<file path="src/hw/rtl/tilt_to_hue_brightness_smoother_top_macros.svh">
// Assertion helpers shared by the smoother RTL.
`ifndef TILT_TO_HUE_BRIGHTNESS_SMOOTHER_TOP_MACROS_SVH
`define TILT_TO_HUE_BRIGHTNESS_SMOOTHER_TOP_MACROS_SVH

`ifndef SYNTHESIS
// Clocked check, off while reset is high.
`define THBS_ASSERT(name, ck, rs, prop, msg) \
  name: assert property (@(posedge ck) disable iff (rs) prop) else $error(msg);
// Clocked check that also runs during reset.
`define THBS_ASSERT_ALWAYS(name, ck, prop, msg) \
  name: assert property (@(posedge ck) prop) else $error(msg);
`else
`define THBS_ASSERT(name, ck, rs, prop, msg)
`define THBS_ASSERT_ALWAYS(name, ck, prop, msg)
`endif

`endif

</file>
<file path="src/hw/rtl/thbs_pkg.sv">
package thbs_pkg;

  localparam int ACC_W     = 13;   // accelerometer sample width
  localparam int HUE_W     = 11;
  localparam int BR_W      = 9;
  localparam int NUM_W     = 20;   // 191 * 4096 fits
  localparam int DEN_W     = 13;
  localparam int DEPTH_DEF = 5;
  localparam int DEPTH_MAX = 16;

  localparam int HUE_STEP  = 191;
  localparam int HUE_B2    = 383;
  localparam int HUE_B3    = 765;
  localparam int HUE_B4    = 1148;
  localparam int HUE_MAX   = 1530;

  localparam int BR_OFS    = 63;   // 0x3F
  localparam int BR_SH     = 7;    // divide by 128
  localparam int BR_LIM    = 511;
  localparam int BR_CLAMP  = 510;

endpackage

</file>
<file path="src/hw/rtl/thbs_sample_if.sv">
interface thbs_sample_if;
  import thbs_pkg::*;

  logic                    valid;
  logic                    ready;
  logic                    restart;
  logic                    tap;
  logic signed [ACC_W-1:0] accel_x;
  logic signed [ACC_W-1:0] accel_y;
  logic signed [ACC_W-1:0] accel_z;

  modport source (output valid, restart, tap, accel_x, accel_y, accel_z, input ready);
  modport sink   (input valid, restart, tap, accel_x, accel_y, accel_z, output ready);
endinterface

</file>
<file path="src/hw/rtl/thbs_result_if.sv">
interface thbs_result_if;
  import thbs_pkg::*;

  logic             valid;
  logic             ready;
  logic [HUE_W-1:0] hue;
  logic [BR_W-1:0]  brightness;
  logic             sampling;

  modport source (output valid, hue, brightness, sampling, input ready);
  modport sink   (input valid, hue, brightness, sampling, output ready);
endinterface

</file>
<file path="src/hw/rtl/tilt_to_hue_brightness_smoother_top.sv">
// Tilt to hue/brightness smoother.
// sample channel: one request per accelerometer reading (restart, tap, x, y, z).
// result channel: one request per accepted sample (averaged hue, brightness,
// sampling flag).
// A sample that leaves sampling off goes from accept straight to output load,
// and its result is valid once the output register is free.
// A sample taken while sampling goes through setup, a restoring divider for
// the tilt ratio, history write, a sweep of the history RAMs through their
// single read port, averaging (reciprocal multiply) and output load.
// The block works on one sample at a time; sample.ready is high while idle,
// also while a finished result still waits in the output register.
// If the receiver stalls, the next sample is still taken and processed, and
// its result waits until the output register drains.
// Reset: histories read as zero (per-entry valid bits), write slot 0, sampling
// off, saved hue and brightness zero, no result pending. No clearing pass.
// Restart clears the histories at once through the valid bits.
`include "tilt_to_hue_brightness_smoother_top_macros.svh"

module tilt_to_hue_brightness_smoother_top #(
  parameter int DEPTH = thbs_pkg::DEPTH_DEF
) (
  input  logic           clk,
  input  logic           rst,
  thbs_sample_if.sink    sample,
  thbs_result_if.source  result
);
  import thbs_pkg::*;

  localparam int AW     = (DEPTH > 1) ? $clog2(DEPTH) : 1;
  localparam int CW     = $clog2(DEPTH + 1);
  localparam int HSUM_W = HUE_W + $clog2(DEPTH + 1);
  localparam int BSUM_W = BR_W + $clog2(DEPTH + 1);
  localparam int DCNT_W = $clog2(NUM_W);
  localparam int M_W    = 8;   // tilt ratio quotient is at most 191

  // sum / DEPTH as (sum * RECIP) >> RS, exact for any sum below 2**HSUM_W
  localparam int RS     = HSUM_W + ((DEPTH > 1) ? $clog2(DEPTH) : 0);
  localparam int RM_W   = RS + 1;
  localparam logic [RM_W-1:0] RECIP =
    RM_W'(((longint'(1) << RS) + longint'(DEPTH) - 1) / longint'(DEPTH));
  localparam int HP_W   = HSUM_W + RM_W;
  localparam int BP_W   = BSUM_W + RM_W;

  localparam logic [2:0] ST_IDLE  = 3'd0;
  localparam logic [2:0] ST_PREP  = 3'd1;
  localparam logic [2:0] ST_DIV   = 3'd2;
  localparam logic [2:0] ST_WRITE = 3'd3;
  localparam logic [2:0] ST_SUM   = 3'd4;
  localparam logic [2:0] ST_AVG   = 3'd5;
  localparam logic [2:0] ST_LOAD  = 3'd7;

  logic [2:0] state;

  // control
  logic             hold;
  logic [AW-1:0]    slot;
  logic [DEPTH-1:0] hue_vld;
  logic [DEPTH-1:0] br_vld;
  logic [CW-1:0]    rd_cnt;
  logic             rd_pend;
  logic             pend_hv;
  logic             pend_bv;
  logic             out_valid;

  // datapath
  logic signed [ACC_W-1:0] x_r, y_r, z_r;
  logic                    have_hue;
  logic                    hue_add;
  logic [HUE_W-1:0]        hue_base;
  logic [HSUM_W-1:0]       hsum;
  logic [BSUM_W-1:0]       bsum;
  logic [HUE_W-1:0]        saved_hue;
  logic [BR_W-1:0]         saved_br;
  logic [HUE_W-1:0]        out_hue;
  logic [BR_W-1:0]         out_br;
  logic                    out_samp;

  // divider
  logic [NUM_W-1:0]  dv_quo;
  logic [DEN_W-1:0]  dv_rem;
  logic [DEN_W-1:0]  dv_den;
  logic [DCNT_W-1:0] dv_cnt;
  logic [DEN_W:0]    dv_sh;
  logic [DEN_W:0]    dv_sub;
  logic              dv_ge;
  logic [DEN_W-1:0]  dv_rem_next;
  logic [NUM_W-1:0]  dv_quo_next;
  logic              dv_last;

  always_comb begin
    dv_sh       = {dv_rem, dv_quo[NUM_W-1]};
    dv_ge       = dv_sh >= {1'b0, dv_den};
    dv_sub      = dv_sh - {1'b0, dv_den};
    dv_rem_next = dv_ge ? dv_sub[DEN_W-1:0] : dv_sh[DEN_W-1:0];
    dv_quo_next = {dv_quo[NUM_W-2:0], dv_ge};
    dv_last     = dv_cnt == DCNT_W'(NUM_W - 1);
  end

  // tilt branch selection
  logic [ACC_W-1:0] ax, ay;
  logic             x_pos, x_neg, y_pos, y_neg, x_ge, y_ge;
  logic             br_dx, br_add, br_have;
  logic [HUE_W-1:0] br_base;
  logic [NUM_W-1:0] br_num;

  always_comb begin
    ax    = x_r[ACC_W-1] ? (~x_r + 1'b1) : x_r;
    ay    = y_r[ACC_W-1] ? (~y_r + 1'b1) : y_r;
    x_neg = x_r[ACC_W-1];
    y_neg = y_r[ACC_W-1];
    x_pos = !x_neg && (x_r != '0);
    y_pos = !y_neg && (y_r != '0);
    x_ge  = ax >= ay;
    y_ge  = ay >= ax;
    br_have = 1'b1;
    br_dx   = 1'b1;
    br_add  = 1'b0;
    br_base = '0;
    if (x_ge && x_pos && !y_neg) begin
      br_add = 1'b1;
    end else if (y_ge && y_pos) begin
      br_dx   = 1'b0;
      br_base = HUE_W'(HUE_B2);
      br_add  = !x_pos;
    end else if (x_ge && x_neg) begin
      br_base = HUE_W'(HUE_B3);
      br_add  = !y_pos;
    end else if (y_ge && y_neg) begin
      br_dx   = 1'b0;
      br_base = HUE_W'(HUE_B4);
      br_add  = x_pos;
    end else if (x_r != '0) begin
      br_base = HUE_W'(HUE_MAX);
    end else begin
      br_have = 1'b0;
    end
    br_num = NUM_W'(br_dx ? ay : ax) * NUM_W'(HUE_STEP);
  end

  // hue and brightness entries for the write step
  logic [M_W-1:0]           hue_m;
  logic [HUE_W:0]           hue_val;
  logic signed [ACC_W:0]    nz;
  logic signed [NUM_W-1:0]  bp;
  logic signed [NUM_W-1:0]  bq;
  logic signed [NUM_W-1:0]  bt;
  logic [BR_W-1:0]          br_val;

  always_comb begin
    hue_m   = dv_quo[M_W-1:0];
    hue_val = hue_add ? ({1'b0, hue_base} + (HUE_W+1)'(hue_m))
                      : ({1'b0, hue_base} - (HUE_W+1)'(hue_m));
    nz = -((ACC_W+1)'(z_r));
    bp = NUM_W'(nz) * NUM_W'(BR_OFS);
    // truncate toward zero
    bq = bp[NUM_W-1] ? ((bp + NUM_W'(127)) >>> BR_SH) : (bp >>> BR_SH);
    bt = bq + NUM_W'(BR_OFS);
    if (bt > NUM_W'(BR_LIM)) begin
      br_val = BR_W'(BR_CLAMP);
    end else if (bt[NUM_W-1]) begin
      br_val = '0;
    end else begin
      br_val = bt[BR_W-1:0];
    end
  end

  // history RAMs
  logic [HUE_W-1:0] rd_hue;
  logic [BR_W-1:0]  rd_br;
  logic [AW-1:0]    rd_addr;

  assign rd_addr = rd_cnt[AW-1:0];

  thbs_ram #(.WIDTH(HUE_W), .DEPTH(DEPTH)) u_hue_ram (
    .clk   (clk),
    .we    (state == ST_WRITE && have_hue),
    .waddr (slot),
    .wdata (hue_val[HUE_W-1:0]),
    .raddr (rd_addr),
    .rdata (rd_hue)
  );

  thbs_ram #(.WIDTH(BR_W), .DEPTH(DEPTH)) u_br_ram (
    .clk   (clk),
    .we    (state == ST_WRITE),
    .waddr (slot),
    .wdata (br_val),
    .raddr (rd_addr),
    .rdata (rd_br)
  );

  logic [HSUM_W-1:0] hsum_next;
  logic [BSUM_W-1:0] bsum_next;
  logic              rd_more;
  logic              out_free;
  logic              hold_next;
  logic [HP_W-1:0]   hprod;
  logic [BP_W-1:0]   bprod;

  always_comb begin
    hsum_next = hsum + ((rd_pend && pend_hv) ? HSUM_W'(rd_hue) : '0);
    bsum_next = bsum + ((rd_pend && pend_bv) ? BSUM_W'(rd_br) : '0);
    rd_more   = rd_cnt < CW'(DEPTH);
    out_free  = !out_valid || result.ready;
    hold_next = hold ^ sample.tap;
    hprod     = HP_W'(hsum) * HP_W'(RECIP);
    bprod     = BP_W'(bsum) * BP_W'(RECIP);
  end

  always_ff @(posedge clk) begin
    if (rst) begin
      state     <= ST_IDLE;
      hold      <= 1'b1;
      slot      <= '0;
      hue_vld   <= '0;
      br_vld    <= '0;
      rd_cnt    <= '0;
      rd_pend   <= 1'b0;
      out_valid <= 1'b0;
      saved_hue <= '0;
      saved_br  <= '0;
    end else begin
      // the load step refills the output register itself
      if (out_valid && result.ready && state != ST_LOAD) begin
        out_valid <= 1'b0;
      end
      unique case (state)
        ST_IDLE: begin
          if (sample.valid) begin
            x_r  <= sample.accel_x;
            y_r  <= sample.accel_y;
            z_r  <= sample.accel_z;
            hold <= hold_next;
            if (sample.restart) begin
              hue_vld <= '0;
              br_vld  <= '0;
            end
            state <= hold_next ? ST_LOAD : ST_PREP;
          end
        end
        ST_PREP: begin
          have_hue <= br_have;
          hue_add  <= br_add;
          hue_base <= br_base;
          dv_quo   <= br_num;
          dv_den   <= br_dx ? ax : ay;
          dv_rem   <= '0;
          dv_cnt   <= '0;
          state    <= ST_DIV;
        end
        ST_DIV: begin
          dv_quo <= dv_quo_next;
          dv_rem <= dv_rem_next;
          dv_cnt <= dv_cnt + 1'b1;
          if (dv_last) begin
            state <= ST_WRITE;
          end
        end
        ST_WRITE: begin
          if (have_hue) begin
            hue_vld[slot] <= 1'b1;
          end
          br_vld[slot] <= 1'b1;
          slot   <= (slot == AW'(DEPTH - 1)) ? '0 : slot + 1'b1;
          hsum   <= '0;
          bsum   <= '0;
          rd_cnt <= '0;
          state  <= ST_SUM;
        end
        ST_SUM: begin
          hsum    <= hsum_next;
          bsum    <= bsum_next;
          rd_pend <= rd_more;
          if (rd_more) begin
            pend_hv <= hue_vld[rd_addr];
            pend_bv <= br_vld[rd_addr];
            rd_cnt  <= rd_cnt + 1'b1;
          end else begin
            // last read data arrives now
            state <= ST_AVG;
          end
        end
        ST_AVG: begin
          saved_hue <= hprod[RS +: HUE_W];
          saved_br  <= bprod[RS +: BR_W];
          state     <= ST_LOAD;
        end
        ST_LOAD: begin
          if (out_free) begin
            out_valid <= 1'b1;
            out_hue   <= saved_hue;
            out_br    <= saved_br;
            out_samp  <= !hold;
            state     <= ST_IDLE;
          end
        end
        default: state <= ST_IDLE;
      endcase
    end
  end

  assign sample.ready      = state == ST_IDLE;
  assign result.valid      = out_valid;
  assign result.hue        = out_hue;
  assign result.brightness = out_br;
  assign result.sampling   = out_samp;

  `THBS_ASSERT(a_hue_range, clk, rst, result.valid |-> result.hue <= HUE_W'(HUE_MAX), "hue above range")
  `THBS_ASSERT(a_hold_short, clk, rst, (sample.valid && sample.ready && (hold != sample.tap)) |=> state == ST_LOAD, "held sample did not go straight to output")
  `THBS_ASSERT(a_one_item, clk, rst, (sample.valid && sample.ready) |=> !sample.ready, "second request taken while busy")
  `THBS_ASSERT(a_out_wait, clk, rst, (state == ST_LOAD && result.valid && !result.ready) |=> state == ST_LOAD, "result overwritten while stalled")

endmodule

</file>
<file path="src/hw/rtl/thbs_ram.sv">
module thbs_ram #(
  parameter int WIDTH = 8,
  parameter int DEPTH = 16
) (
  input  logic                                   clk,
  input  logic                                   we,
  input  logic [(DEPTH > 1 ? $clog2(DEPTH) : 1)-1:0] waddr,
  input  logic [WIDTH-1:0]                       wdata,
  input  logic [(DEPTH > 1 ? $clog2(DEPTH) : 1)-1:0] raddr,
  output logic [WIDTH-1:0]                       rdata
);
  logic [WIDTH-1:0] mem [DEPTH];

  always_ff @(posedge clk) begin
    if (we) begin
      mem[waddr] <= wdata;
    end
    rdata <= mem[raddr];
  end
endmodule

</file>
<file path="src/flat_wrapper.sv">
// flat-port wrapper written by rule: the top's interface ports become plain ports
module tilt_to_hue_brightness_smoother_top_flat import thbs_pkg::*;
#(
  parameter int DEPTH = thbs_pkg::DEPTH_DEF
)
  (clk, rst, sample_valid, sample_restart, sample_tap, sample_accel_x, sample_accel_y, sample_accel_z, sample_ready, result_valid, result_hue, result_brightness, result_sampling, result_ready);
  thbs_sample_if sample_i ();
  thbs_result_if result_i ();
  input  logic clk;
  input  logic rst;
  input wire logic [$bits(sample_i.valid)-1:0] sample_valid;
  input wire logic [$bits(sample_i.restart)-1:0] sample_restart;
  input wire logic [$bits(sample_i.tap)-1:0] sample_tap;
  input wire logic [$bits(sample_i.accel_x)-1:0] sample_accel_x;
  input wire logic [$bits(sample_i.accel_y)-1:0] sample_accel_y;
  input wire logic [$bits(sample_i.accel_z)-1:0] sample_accel_z;
  output wire logic [$bits(sample_i.ready)-1:0] sample_ready;
  output wire logic [$bits(result_i.valid)-1:0] result_valid;
  output wire logic [$bits(result_i.hue)-1:0] result_hue;
  output wire logic [$bits(result_i.brightness)-1:0] result_brightness;
  output wire logic [$bits(result_i.sampling)-1:0] result_sampling;
  input wire logic [$bits(result_i.ready)-1:0] result_ready;
  assign sample_i.valid = sample_valid;
  assign sample_i.restart = sample_restart;
  assign sample_i.tap = sample_tap;
  assign sample_i.accel_x = sample_accel_x;
  assign sample_i.accel_y = sample_accel_y;
  assign sample_i.accel_z = sample_accel_z;
  assign sample_ready = sample_i.ready;
  assign result_valid = result_i.valid;
  assign result_hue = result_i.hue;
  assign result_brightness = result_i.brightness;
  assign result_sampling = result_i.sampling;
  assign result_i.ready = result_ready;
  tilt_to_hue_brightness_smoother_top #(.DEPTH(DEPTH)) u_core (.clk(clk), .rst(rst), .sample(sample_i), .result(result_i));
endmodule
</file>
<file path="config.mk">
export PLATFORM = sky130hd
export DESIGN_NAME = tilt_to_hue_brightness_smoother_top_flat
export DESIGN_NICKNAME = d
export VERILOG_FILES = /design/src/hw/rtl/thbs_pkg.sv /design/src/hw/rtl/thbs_sample_if.sv /design/src/hw/rtl/thbs_result_if.sv /design/src/hw/rtl/tilt_to_hue_brightness_smoother_top.sv /design/src/hw/rtl/thbs_ram.sv /design/src/flat_wrapper.sv
export VERILOG_INCLUDE_DIRS = /design/src /design/src/hw/rtl
export SDC_FILE = /design/constraint.sdc
export NUM_CORES = 1
export LEC_CHECK = 0
export ABC_AREA = 1
export BUFFER_PORTS_ARGS = -buffer_cell sky130_fd_sc_hd__buf_2
export CAP_MARGIN = 30
export CELL_PAD_IN_SITES_DETAIL_PLACEMENT = 1
export CELL_PAD_IN_SITES_GLOBAL_PLACEMENT = 1
export CORE_ASPECT_RATIO = 1.5
export CORE_UTILIZATION = 46
export DETAILED_ROUTE_END_ITERATION = 6
export PLACE_DENSITY_LB_ADDON = 0.08
export SLEW_MARGIN = 5
export SYNTH_ARGS = -nofsm -noshare
export SYNTH_HDL_FRONTEND = slang
export SYNTH_SLANG_ARGS = --single-unit
export TNS_END_PERCENT = 20
</file>
<file path="constraint.sdc">
create_clock -name clk -period 8.08 [get_ports clk]
set_clock_uncertainty 0.2 [all_clocks]
set_input_delay 0.808 -clock clk [delete_from_list [all_inputs] [get_ports clk]]
set_output_delay 0.808 -clock clk [all_outputs]
set_load 0.01 [all_outputs]
</file>
==> impl_metrics.yaml, run 1 <==
cts:
  cts-root-buf: "clkbuf_16"
  cts_tree: "built"
  cts-htree-levels: 2
  clockBufferDepth: 3
  ctsHoldBuffers: 0
  cts_num_sinks: 310
  clk_latency_ns: 0.56
  clk_pin_slew_worst_paths_ns: 0.06
  cts-buffers-inserted: 34
floorplanning:
  fp-row-count: 107
  die_h_microns: 297
  dieArea_sq_um: 59100
  die_w_microns: 199
  io-pin-count: 68
  core-area_sq_um: 57000
  start_util_pct: 46.8
global_route:
  grt_max_degree: 48
  grt_usage_pct: 22.9
  antenna_found_initial: 0
  grt_first_pass_wirelength_microns: 108000
  grt_overflow: 0
  grt_pass1_vias: 22600
drt:
  first_pass_iters: 4
  via_count: 19900
  drtIter0Drc: 455
  ant_nets: 0
  wl_per_cell_microns: 16.9
  wl_microns: 65500
  drcViolationCount: 0
  via_per_inst: 5.15
critical_path:
  worstSetupEndpoint: "u_core.dv_quo[19]"
  worst_setup_path_start_kind: "register"
  critPathBufInv: 10
  cp-startpoint: "u_core.y_r[0]"
  arrival_ns: 8.06
  reg2reg_depth: 40
  slowest_stage: "or4_4"
  crit_family: "adder cells"
  r2r-end: "u_core.dv_quo[19]"
  max_stage_delay_ns: 0.56
  cp.depth: 40
  crit_path_end_kind: "register"
  r2r_slack_ns: 0.13
  criticalPathCategory: "register to register"
  crit_top_cell: "inv_1"
  cp_max_fo: 7
  r2r-start: "u_core.y_r[0]"
  cp.required_ns: 8.20
logic_synthesis:
  syn_inst: 2924
  synthSimpleGateAreaFrac_pct: 13.9
  synth_compound_area_share_pct: 10.2
  synth_top_family_by_area: "adder cells"
  synth.yosys.warnings: 0
  yosysUniqueCellTypes: 56
  synth-edff-count: 248
  ys_seq_elements: 310
  synth_area_sq_um: 26700
  syn_nets: 3494
  async_flop_share_pct: 0
  synth_seq_area_share_pct: 32.5
  synthXorXnorAreaFrac_pct: 4.09
  syn_avg_cell_area_sq_um: 9.14
  synthAdderAreaFrac_pct: 30.3
  synth_ff_type: "edfxtp_1"
  synthMuxAreaShare_pct: 0
timing:
  tightest_slew_ns: 0.947
  maxSlewViolCount: 0
  fmax_ghz: 0.126
  rsz0062_at_grt: "true"
  setup-violations-final: 0
  min_period_ns: 7.95
  hold_viol_final: 0
  post-route-period-util_pct: 98.4
  tns_ns: 0
  slew_headroom_pct: 36.6
final_layout:
  final_common_cell: "inv_1"
  final_area_sq_um: 30000
  nNetsFinal: 3649
  nFillCells: 6677
  final_cell_mix: "inv_1, nand2_1, ha_1"
  n_antenna_cell: 0
  layout-drive-gt1-share_pct: 11.4
  syn_to_final_growth_pct: 12.2
run:
  drv_cap: 0
hold_path:
  hold_class: "input port to register"
placement:
  place_hpwl_microns: 54100
  gp_congestion: 0.860
  io_buffer_count: 67
  place_area_sq_um: 28600
status:
  outcome: "finished, final reports clean"
## registers in the layout (all words and copies together), names as in the netlist, 5 cells and up
name,flops
u_core.bsum,12
u_core.hue_vld,5
u_core.dv_rem,13
u_core.u_br_ram.mem,45
u_core.u_hue_ram.rdata,11
u_core.dv_den,13
u_core.br_vld,5
u_core.hue_base,7
u_core.saved_hue,11
u_core.u_hue_ram.mem,55
u_core.dv_quo,20
u_core.result.hue,11
u_core.result.brightness,9
u_core.saved_br,9
u_core.u_br_ram.rdata,9
u_core.z_r,13
u_core.hsum,14
u_core.dv_cnt,5
u_core.x_r,13
u_core.y_r,13
## cell type report
type,instances,area (sq um),area share (%)
Sequential cell,310,8690,29.0
Clock inverter,21,267,0.889
Tap cell,763,955,3.19
Timing Repair Buffer,164,1100,3.67
Inverter,590,2220,7.41
Clock buffer,40,883,2.95
Multi-Input combinational cell,1979,15900,52.9
## kinds of logic (layout without fill, tap and decap cells)
| group | after synthesis | count (layout) |
|---|---|---|
| flip-flops | 310 | 310 |
| AND/OR/NAND/NOR | 840 | 840 |
| buffers and inverters | 635 | 815 |
| XOR/XNOR | 124 | 124 |
| adder cells (fa/ha/maj) | 525 | 525 |
| AO/OA/AOI/OAI | 490 | 490 |
## cell usage after synthesis (12+ instances only)
| cell type | count | share of area (%) |
|---|---|---|
| a21o_1 | 17 | 0.48 |
| nor3_1 | 29 | 0.54 |
| a21oi_1 | 175 | 3.3 |
| dfxtp_1 | 62 | 4.6 |
| nand2_1 | 356 | 5.0 |
| ha_1 | 322 | 15 |
| edfxtp_1 | 248 | 28 |
| clkbuf_1 | 42 | 0.59 |
| xor2_1 | 88 | 2.9 |
| nand2_2 | 30 | 0.70 |
| xnor2_1 | 35 | 1.1 |
| o21ai_0 | 197 | 3.7 |
| o211ai_1 | 12 | 0.34 |
| nand2_4 | 13 | 0.55 |
| inv_1 | 575 | 8.1 |
| nand4_1 | 15 | 0.35 |
| nand3_1 | 77 | 1.4 |
| o21bai_1 | 20 | 0.56 |
| nor2_1 | 274 | 3.9 |
| fa_1 | 203 | 15 |
| a31oi_1 | 29 | 0.68 |
## layer usage
layer  routed length (microns)  part of all wire (%)  track usage [%]
met5                         0                     0                0
met4                      2630                   4.0             9.36
met1                     23800                    36             22.4
met2                     37600                    57             46.8
met3                      1450                   2.2             2.66
## through the flow
stage	setup slack (ns)	utilization [%]	hold slack, ns	instances
5_1_grt	-0.378	52.5	0.208	3867
6_report	0.131	52.5	0.225	3867
4_1_cts	0.00508	52.3	0.193	3864
3_5_place_dp	-0.309	50.1	0.217	3795
2_1_floorplan	0.00364	-	0.203	2924
3_3_place_gp	-0.0304	49.9	0.214	3787
## timing repair
item	in CTS	in global routing
cloned	0	0
setup endpoints to repair	5	9
setup buffers	8	3
pin swaps	4	6
resized for setup	19	25
## worst min path at each step
stage,start,endpoint,depth (start not counted)
finish,sample_accel_y[0],u_core.y_r[0],1
CTS,sample_accel_y[3],u_core.y_r[3],1
detailed placement,u_core.saved_br[3],u_core.result.brightness[3],0
global route,sample_accel_z[3],u_core.z_r[3],1
global placement,u_core.saved_br[2],u_core.result.brightness[2],0
floorplan,u_core.saved_br[2],u_core.result.brightness[2],0
Power of run 1 is not shown: default switching activity piles up to over one toggle a cycle in this logic, so the estimate is an artifact.
==> run 2, diff against run 1 <==
- CORE_MARGIN: default -> 2
- GPL_TIMING_DRIVEN: default -> 0
==> impl_metrics.yaml, run 2 (synthesized netlist as in run 1, its figures left out) <==
status:
  outcome: "complete, but fails checks"
  violations: "negative setup slack"
cts:
  clockBufferDepth: 3
  clk_pin_slew_worst_paths_ns: 0.06
  cts-root-buf: "clkbuf_16"
  cts_tree: "built"
  cts-htree-levels: 2
  ctsHoldBuffers: 0
  clk_latency_ns: 0.56
  cts-buffers-inserted: 35
  cts_num_sinks: 310
final_layout:
  layout-drive-gt1-share_pct: 12.4
  reg.largest.list: "u_core.u_hue_ram.mem (55), u_core.u_br_ram.mem (45), u_core.dv_quo (20)"
  nNetsFinal: 3684
  final_cell_mix: "inv_1, nand2_1, ha_1"
  final_common_cell: "inv_1"
  final_cells: 3907
  largest_reg_flops: 55
  post-route-util_pct: 52.9
  syn_to_final_growth_pct: 14.2
  regMostFlops: "u_core.u_hue_ram.mem"
global_route:
  grt_usage_pct: 23.4
  grt_pass1_vias: 23100
  grt_first_pass_wirelength_microns: 113000
  grt_overflow: 0
  grt_max_degree: 22
  antenna_found_initial: 0
placement:
  place_hpwl_microns: 55700
  dp_slack_ns: -1.47
  placed_cells: 3777
  io_buffer_count: 67
  gp_congestion: 0.875
critical_path:
  crit_top_cell: "inv_2"
  max_stage_delay_ns: 0.59
  crit_path_end_kind: "register"
  criticalPathCategory: "register to register"
  worst_setup_path_start_kind: "register"
  arrival_ns: 8.26
  cp.required_ns: 8.17
  cp_max_fo: 4
  slowest_stage: "or4_4"
drt:
  via_count: 20400
  drtIter0Drc: 562
  first_pass_iters: 5
  drcViolationCount: 0
  via_per_inst: 5.22
  wl_microns: 69000
  wl_per_cell_microns: 17.7
  ant_nets: 0
timing:
  tns_ns: -0.192
  min_period_ns: 8.17
  slew_headroom_pct: 35.5
  setup_ws_ns: -0.0919
  post-route-period-util_pct: 101
  rsz0062_at_grt: "true"
  tightest_slew_ns: 0.964
  setup-violations-final: 4
  fmax_ghz: 0.122
  maxSlewViolCount: 0
  hold_viol_final: 0
hold_path:
  hold_class: "input port to register"
floorplanning:
  fp-row-count: 108
  die_h_microns: 299
  core-area_sq_um: 57700
  start_util_pct: 46.3
  io-pin-count: 68
  dieArea_sq_um: 60100
  die_w_microns: 201
run:
  drv_cap: 0
[run 2: cell count changes in the layout (fill, tap and decap cells not counted), moves of 9 or more]
cell	change
o21ai_0	-14
clkbuf_1	+35
nand2_1	-11
buf_4	-18
o21ai_1	+9
[run 2: worst max-delay path: cells and delay by family (launching register included)]
family                     cells  cell delay, ns
buffers and inverters         15            1.30
DFF                            1            0.44
adders and majority gates      7            2.54
and+or+nand+nor               15            1.76
AOI/OAI and AO/OA             10            1.29
xor gates and xnor gates       2            0.36
[run 2: what timing repair did]
| item | CTS | global route |
|---|---|---|
| resized for setup | 88 | 47 |
| buffers inserted | 40 | 28 |
| endpoints found under the setup margin | 29 | 54 |
| gates cloned | 0 | 0 |
| pin swaps | 41 | 48 |
[run 2: path summary, 6_finish.rpt]
path | endpoint | slack (ns) | cells after the start | startpoint
max | u_core.dv_quo[16] | -0.09 | 49 | u_core.y_r[0]
min | u_core.z_r[4] | 0.23 | 1 | sample_accel_z[4]
max reg2reg | u_core.dv_quo[16] | -0.09 | 49 | u_core.y_r[0]
min reg2reg | u_core.result.brightness[3] | 0.23 | 0 | u_core.saved_br[3]
[run 2: layout make-up]
type                            count  area (sq um)
Antenna cell                        1          2.50
Fill cell                        6736         27200
Tap cell                          770           963
Clock buffer                       41           951
Timing Repair Buffer              153          1080
Sequential cell                   310          8690
Clock inverter                     18           209
Inverter                          590          2220
Buffer                             45           231
Multi-Input combinational cell   1979         16100
[run 2: metal layers]
metal | routed length [microns] | vias up | GRT usage (%) | share of wire, %
li1 | - | 9868 | - | -
met5 | 0 | - | 0 | 0
met4 | 3050 | 0 | 9.66 | 4.4
met3 | 1350 | 151 | 2.23 | 2.0
met2 | 39700 | 265 | 48.7 | 57
met1 | 25000 | 10100 | 23.1 | 36
[run 2: stage by stage]
| stage | area (sq um) | hold WS [ns] |
|---|---|---|
| floorplan | 26700 | 0.203 |
| global placement | 28000 | 0.210 |
| detailed placement | 28300 | 0.214 |
| CTS | 30100 | 0.187 |
| global route | 30500 | 0.199 |
| finish | 30500 | 0.225 |
Power of run 2 is left out for the same reason.
